[src/rtl/icrp_pkg.sv]
// ----------------------------------------------------------------------------
// icrp_pkg: shared types and constants of the input change recorder/player
// Key layout, command and status codes, and the sequencer interface types.
// ----------------------------------------------------------------------------
`default_nettype none

package icrp_pkg;

	localparam int MAX_KEYS = 4096;
	localparam int KEY_AW   = $clog2(MAX_KEYS);
	localparam int KEY_CW   = $clog2(MAX_KEYS + 1);

	localparam int TURN_W   = 16;
	localparam int BTN_W    = 64;
	localparam int FRAME_W  = 32;
	localparam int TOTAL_W  = 13;
	localparam int KEY_W    = 2 * TURN_W + BTN_W + FRAME_W;

	localparam logic [1:0] CMD_CLEAR  = 2'd0;
	localparam logic [1:0] CMD_RECORD = 2'd1;
	localparam logic [1:0] CMD_PLAY   = 2'd2;

	localparam logic [1:0] ST_OK    = 2'd0;
	localparam logic [1:0] ST_FULL  = 2'd1;
	localparam logic [1:0] ST_EMPTY = 2'd2;

	typedef struct packed {
		logic signed [TURN_W-1:0] lr;
		logic signed [TURN_W-1:0] ud;
		logic [BTN_W-1:0]         btn;
		logic [FRAME_W-1:0]       time_stamp;
	} key_t;

	typedef enum logic [1:0] {
		SQ_IDLE,
		SQ_SEARCH,
		SQ_KEY,
		SQ_PREV
	} seq_state_t;

	typedef struct packed {
		logic              en;
		logic [KEY_AW-1:0] addr;
	} ram_req_t;

	typedef struct packed {
		logic busy;
		logic key_vld;
		logic exact;
		logic prev_vld;
		logic done;
	} seq_stat_t;

endpackage

`default_nettype wire

[src/rtl/icrp_seq.sv]
// ----------------------------------------------------------------------------
// icrp_seq: playback sequencer with a shared time compare unit
// Binary search over the stored key times, one RAM read per step, then
// fetches of the found key and, on an exact match, of the key before it.
// ----------------------------------------------------------------------------
`default_nettype none

module icrp_seq (
	input  wire logic                            clk,
	input  wire logic                            arst_n,
	input  wire logic                            start,
	input  wire logic [icrp_pkg::KEY_CW-1:0]     key_count,
	input  wire logic [icrp_pkg::FRAME_W-1:0]    frame,
	input  wire icrp_pkg::key_t                  rkey,
	output icrp_pkg::ram_req_t                   rd_req,
	output icrp_pkg::seq_stat_t                  stat
);

	localparam int CW = icrp_pkg::KEY_CW;
	localparam int AW = icrp_pkg::KEY_AW;

	icrp_pkg::seq_state_t state_q, state_d;

	logic [CW-1:0]                 lo_q, hi_q, n_q;
	logic [AW-1:0]                 mid_q;
	logic [icrp_pkg::FRAME_W-1:0]  frame_q;

	logic          le, exact, search_end;
	logic [CW-1:0] lo_n, hi_n, mid_n;
	logic [CW:0]   sum_n;

	always_comb begin
		le         = rkey.time_stamp <= frame_q;
		exact      = rkey.time_stamp == frame_q;
		lo_n       = le ? (CW'(mid_q) + CW'(1)) : lo_q;
		hi_n       = le ? hi_q : CW'(mid_q);
		sum_n      = {1'b0, lo_n} + {1'b0, hi_n};
		mid_n      = sum_n[CW:1];
		search_end = lo_n == hi_n;
	end

	always_comb begin
		state_d = state_q;
		unique case (state_q)
			icrp_pkg::SQ_IDLE: begin
				if (start) begin
					state_d = icrp_pkg::SQ_SEARCH;
				end
			end
			icrp_pkg::SQ_SEARCH: begin
				if (search_end) begin
					state_d = (lo_n == '0) ? icrp_pkg::SQ_IDLE : icrp_pkg::SQ_KEY;
				end
			end
			icrp_pkg::SQ_KEY: begin
				if (exact && (n_q >= CW'(2))) begin
					state_d = icrp_pkg::SQ_PREV;
				end else begin
					state_d = icrp_pkg::SQ_IDLE;
				end
			end
			icrp_pkg::SQ_PREV: begin
				state_d = icrp_pkg::SQ_IDLE;
			end
			default: begin
				state_d = icrp_pkg::SQ_IDLE;
			end
		endcase
	end

	always_comb begin
		rd_req        = '0;
		stat          = '0;
		stat.busy     = state_q != icrp_pkg::SQ_IDLE;
		unique case (state_q)
			icrp_pkg::SQ_IDLE: begin
				if (start) begin
					rd_req.en   = 1'b1;
					rd_req.addr = AW'(key_count >> 1);
				end
			end
			icrp_pkg::SQ_SEARCH: begin
				if (!search_end) begin
					rd_req.en   = 1'b1;
					rd_req.addr = AW'(mid_n);
				end else if (lo_n != '0) begin
					rd_req.en   = 1'b1;
					rd_req.addr = AW'(lo_n - CW'(1));
				end else begin
					stat.done = 1'b1;
				end
			end
			icrp_pkg::SQ_KEY: begin
				stat.key_vld = 1'b1;
				stat.exact   = exact;
				if (exact && (n_q >= CW'(2))) begin
					rd_req.en   = 1'b1;
					rd_req.addr = AW'(n_q - CW'(2));
				end else begin
					stat.done = 1'b1;
				end
			end
			icrp_pkg::SQ_PREV: begin
				stat.prev_vld = 1'b1;
				stat.done     = 1'b1;
			end
			default: begin
				stat.done = 1'b0;
			end
		endcase
	end

	always_ff @(posedge clk or negedge arst_n) begin
		if (!arst_n) begin
			state_q <= icrp_pkg::SQ_IDLE;
		end else begin
			state_q <= state_d;
		end
	end

	always_ff @(posedge clk) begin
		if (state_q == icrp_pkg::SQ_IDLE && start) begin
			lo_q    <= '0;
			hi_q    <= key_count;
			mid_q   <= AW'(key_count >> 1);
			frame_q <= frame;
		end else if (state_q == icrp_pkg::SQ_SEARCH) begin
			lo_q  <= lo_n;
			hi_q  <= hi_n;
			mid_q <= AW'(mid_n);
			n_q   <= lo_n;
		end
	end

endmodule

`default_nettype wire

[config.mk]
export PLATFORM = sky130hd
export DESIGN_NAME = icrp_seq
export DESIGN_NICKNAME = d
export VERILOG_FILES = /design/src/rtl/icrp_pkg.sv /design/src/rtl/icrp_seq.sv
export SDC_FILE = /design/constraint.sdc
export NUM_CORES = 1
export LEC_CHECK = 0
export BUFFER_PORTS_ARGS = -buffer_cell sky130_fd_sc_hd__clkbuf_2
export CAP_MARGIN = 20
export CORE_ASPECT_RATIO = 0.7
export CORE_MARGIN = 4
export CORE_UTILIZATION = 47
export DETAILED_ROUTE_END_ITERATION = 10
export GPL_TIMING_DRIVEN = 0
export PLACE_DENSITY = 0.78
export SETUP_SLACK_MARGIN = 0.05
export SLEW_MARGIN = 30
export SYNTH_ARGS = -nofsm -noshare
export SYNTH_HDL_FRONTEND = slang
export SYNTH_SLANG_ARGS = --single-unit
[constraint.sdc]
create_clock -name clk -period 5 [get_ports clk]
set_input_delay 0.5 -clock clk [delete_from_list [all_inputs] [get_ports clk]]
set_output_delay 0.5 -clock clk [all_outputs]
set_load 0.02 [all_outputs]
==> metrics.yaml <==
final_layout:
  n_fill_cell: 1001
  drive_gt1_share_pct: 32.7
  insertedDiodeCount: 0
  multiInputGateArea_sq_um: 3760
  area_growth_pct: 32.3
  fin_area_sq_um: 7990
  layout.nets: 1024
  regArea_sq_um: 2410
outcome:
  status: "finished, violations left"
  violations: "setup timing"
routing:
  drt_first_pass_iters: 5
  routed_via_density: 5.92
  ant_nets: 0
  vias: 5723
  post_drt_wl_per_cell_um: 20.3
  wl_mm: 19.6
  drc: 0
  drtIter0Drc: 626
clock_network:
  clk_path_buf_depth: 2
  root_buffer: "clkbuf_16"
  clk_latency_ps: 340
  cts_sinks: 85
  cts_inserted_buffers: 9
  cts_max_level: 3
  clk_pin_slew_ps: 60
  cts_tree: "built"
worst_setup_path:
  path_max_fanout: 6
  startpoint: "frame_q[18]$_DFFE_PP_"
  crit_arrival_ps: 4990
  critPathRequiredTime_ps: 4500
  regToRegStartpoint: "frame_q[18]$_DFFE_PP_"
  critical_path.startpoint_type: "register"
  critPathKind: "reg2out"
  end_kind: "primary output"
  rrSetupSlack_ps: 380
synth:
  synthTopCellsByArea: "edfxtp_1 35%, ha_1 9.9%, dfxtp_1 4.3%"
  synth_edf_count: 70
  yosysTopAreaCellShare_pct: 34.8
  yosysMostFrequentCell: "edfxtp_1"
  yosys_register_bits: 85
  ys_types: 68
  syn_inst: 647
  synthArstFlopShare_pct: 2.35
  synth_top_area_cell: "edfxtp_1"
  syn_area_per_cell_sq_um: 9.33
  synth_fp_nets: 872
  syn_area_sq_um: 6040
  yosysSeqAreaShare_pct: 40.0
  yosys-top-cells-count: "70 x edfxtp_1, 67 x nor2_1, 66 x nand2_1"
  synth_flop_cell: "edfxtp_1"
  yosys_warnings: 0
floorplan:
  die_w_um: 143
  dieArea_sq_um: 14800
  floorplan.io_pins: 194
  die_h_um: 103
  core.rowCount: 34
  start_util_pct: 48.3
  fp.coreArea_sq_um: 12500
sta:
  fin_skew_ps: 8.20
  rsz0062_at_grt: "yes"
  holdWs_ps: 332
  maxSlewHeadroom_pct: 49.9
  setup_violations: 14
  layout_min_cycle_time_ps: 5490
  tightestPinTransition_ps: 747
  fmax_ghz: 0.182
  hold_violations: 0
  final_max_slew_viol_count: 0
  setup-tns-final_ps: -5390
  finalCritPeriodShare_pct: 110
  layout_setup_ws_ps: -487
power:
  p_leak_nw: 3.41
  ir_drop_uv: 818
  powerDensity_nw_per_um2: 794
place:
  dpl.hpwl_mm: 13.8
  postPlaceCellArea_sq_um: 6860
  routabilityCongestion: 0.996
  io_buffers: 97
global_routing:
  grt_start_max_net_pins: 29
  grt_pass1_wl_mm: 29.9
  grt_pass1_vias: 5572
  grt_overflow: 0
  antenna_found_initial: 0
  track_usage_pct: 26.8
job:
  cap_viol_max_count: 0
worst_hold_path:
  hold_path_class: "in2reg"
  hold_start: "frame[22]"
==> logic make-up after synthesis <==
kind of cell	count (synthesis)	share of synthesized area, %
fa+ha+maj	49	10.3
buf+inv	84	6.03
compound gates	125	14.0
mux	38	6.67
flops	85	40.0
xor+xnor	40	5.80
simple gates	226	17.3
==> power breakdown <==
group	switching, W	internal (W)	total, W
sequential	0.000213	0.00113	0.00134
clock	0.000270	0.000400	0.000671
combinational	0.00240	0.00194	0.00434
total	0.00288	0.00346	0.00634
==> layout by cell type, fill, tap and decap left out, types with 5 or more instances in the layout <==
master     synthesis  layout
nor3_1            15      13
dfxtp_1           13      13
clkbuf_1          14      17
o21ai_0           33      25
xor2_1            11      11
nand2_1           66      62
and3_1             6       6
nor4_1            12       8
mux2i_4            0       9
nand4_1           11      11
edfxtp_1          70      70
inv_1             60      48
ha_4               0      15
xnor2_1           29      27
a21oi_1           33      28
buf_12             1       7
nor2_1            67      65
mux2i_1           20       8
o21ai_2            0       5
o211ai_1           8       8
a21o_1             6       6
clkbuf_8           0       5
inv_2              0      11
clkbuf_2           0      87
buf_4              1      38
ha_1              48      32
nand3_1           25      24
a21oi_2            1       6
nand2b_1           5       5
mux2_2            18      17
clkbuf_16          0       9
==> cell type report <==
class / count / share of cell area (%)
multi-input cells: 478 / 47.0
flip-flops and latches: 85 / 30.2
repair buffers: 142 / 11.7
clock buffers: 14 / 3.18
inverters: 61 / 2.90
well taps: 162 / 2.54
plain buffers: 22 / 1.97
clock inverters: 2 / 0.423
==> routing by layer <==
layer	GRT usage [%]	up-vias	share of wire, %	wire length (um)
met2	38.6	317	41	8040
li1	-	2628	-	-
met3	11.4	74	13	2590
met5	0	-	0	0
met1	36.9	2704	43	8370
met4	7.89	0	3.0	592
==> stage by stage <==
step	util (%)	power [W]	instances	setup WS (ps)
global route	63.9	0.00668	966	-725
CTS	63.3	0.00613	959	-567
detailed placement	54.9	0.00455	907	-808
floorplan	-	0.00362	647	81.9
global placement	54.7	0.00449	906	-810
finish	63.9	0.00634	966	-487
==> worst paths after layout <==
kind                       cells after the start                endpoint
setup / recovery                              22               rd_req[6]
hold / removal                                 1   frame_q[22]$_DFFE_PP_
setup reg to reg                              25     mid_q[11]$_DFFE_PP_
hold reg to reg                                2   lo_q[11]$_SDFFE_PP0P_
max in group asynchronous                      2  state_q[0]$_DFFE_PN0P_
min in group asynchronous                      2  state_q[1]$_DFFE_PN0P_
==> sequential cells by signal (all words and copies together), names as in the netlist <==
name and cells:
mid_q 12, frame_q 32, state_q 2, hi_q 13, n_q 13, lo_q 13
==> critical path: stages (launching register included) <==
cell	delay (ps)
edfxtp_1	390
inv_2	80
ha_4	200
a41oi_2	150
o21ai_1	80
a221o_1	330
a2111o_1	440
o21ai_4	190
buf_4	130
buf_4	90
buf_4	120
mux2_2	430
ha_4	300
nor4_2	290
nand3_2	220
nor2_2	160
nand2_2	90
mux2i_4	200
nand2_4	120
buf_6	170
buf_4	120
o21ai_2	150
clkbuf_8	160
==> what timing repair did <==
item	in CTS	in global routing
setup buffers	36	7
gates resized for setup	100	7
endpoints found under the hold margin	2	0
setup endpoints to repair	17	14
hold buffers	1	0
pin swaps	37	18
Power figures use the tool's default switching activity.
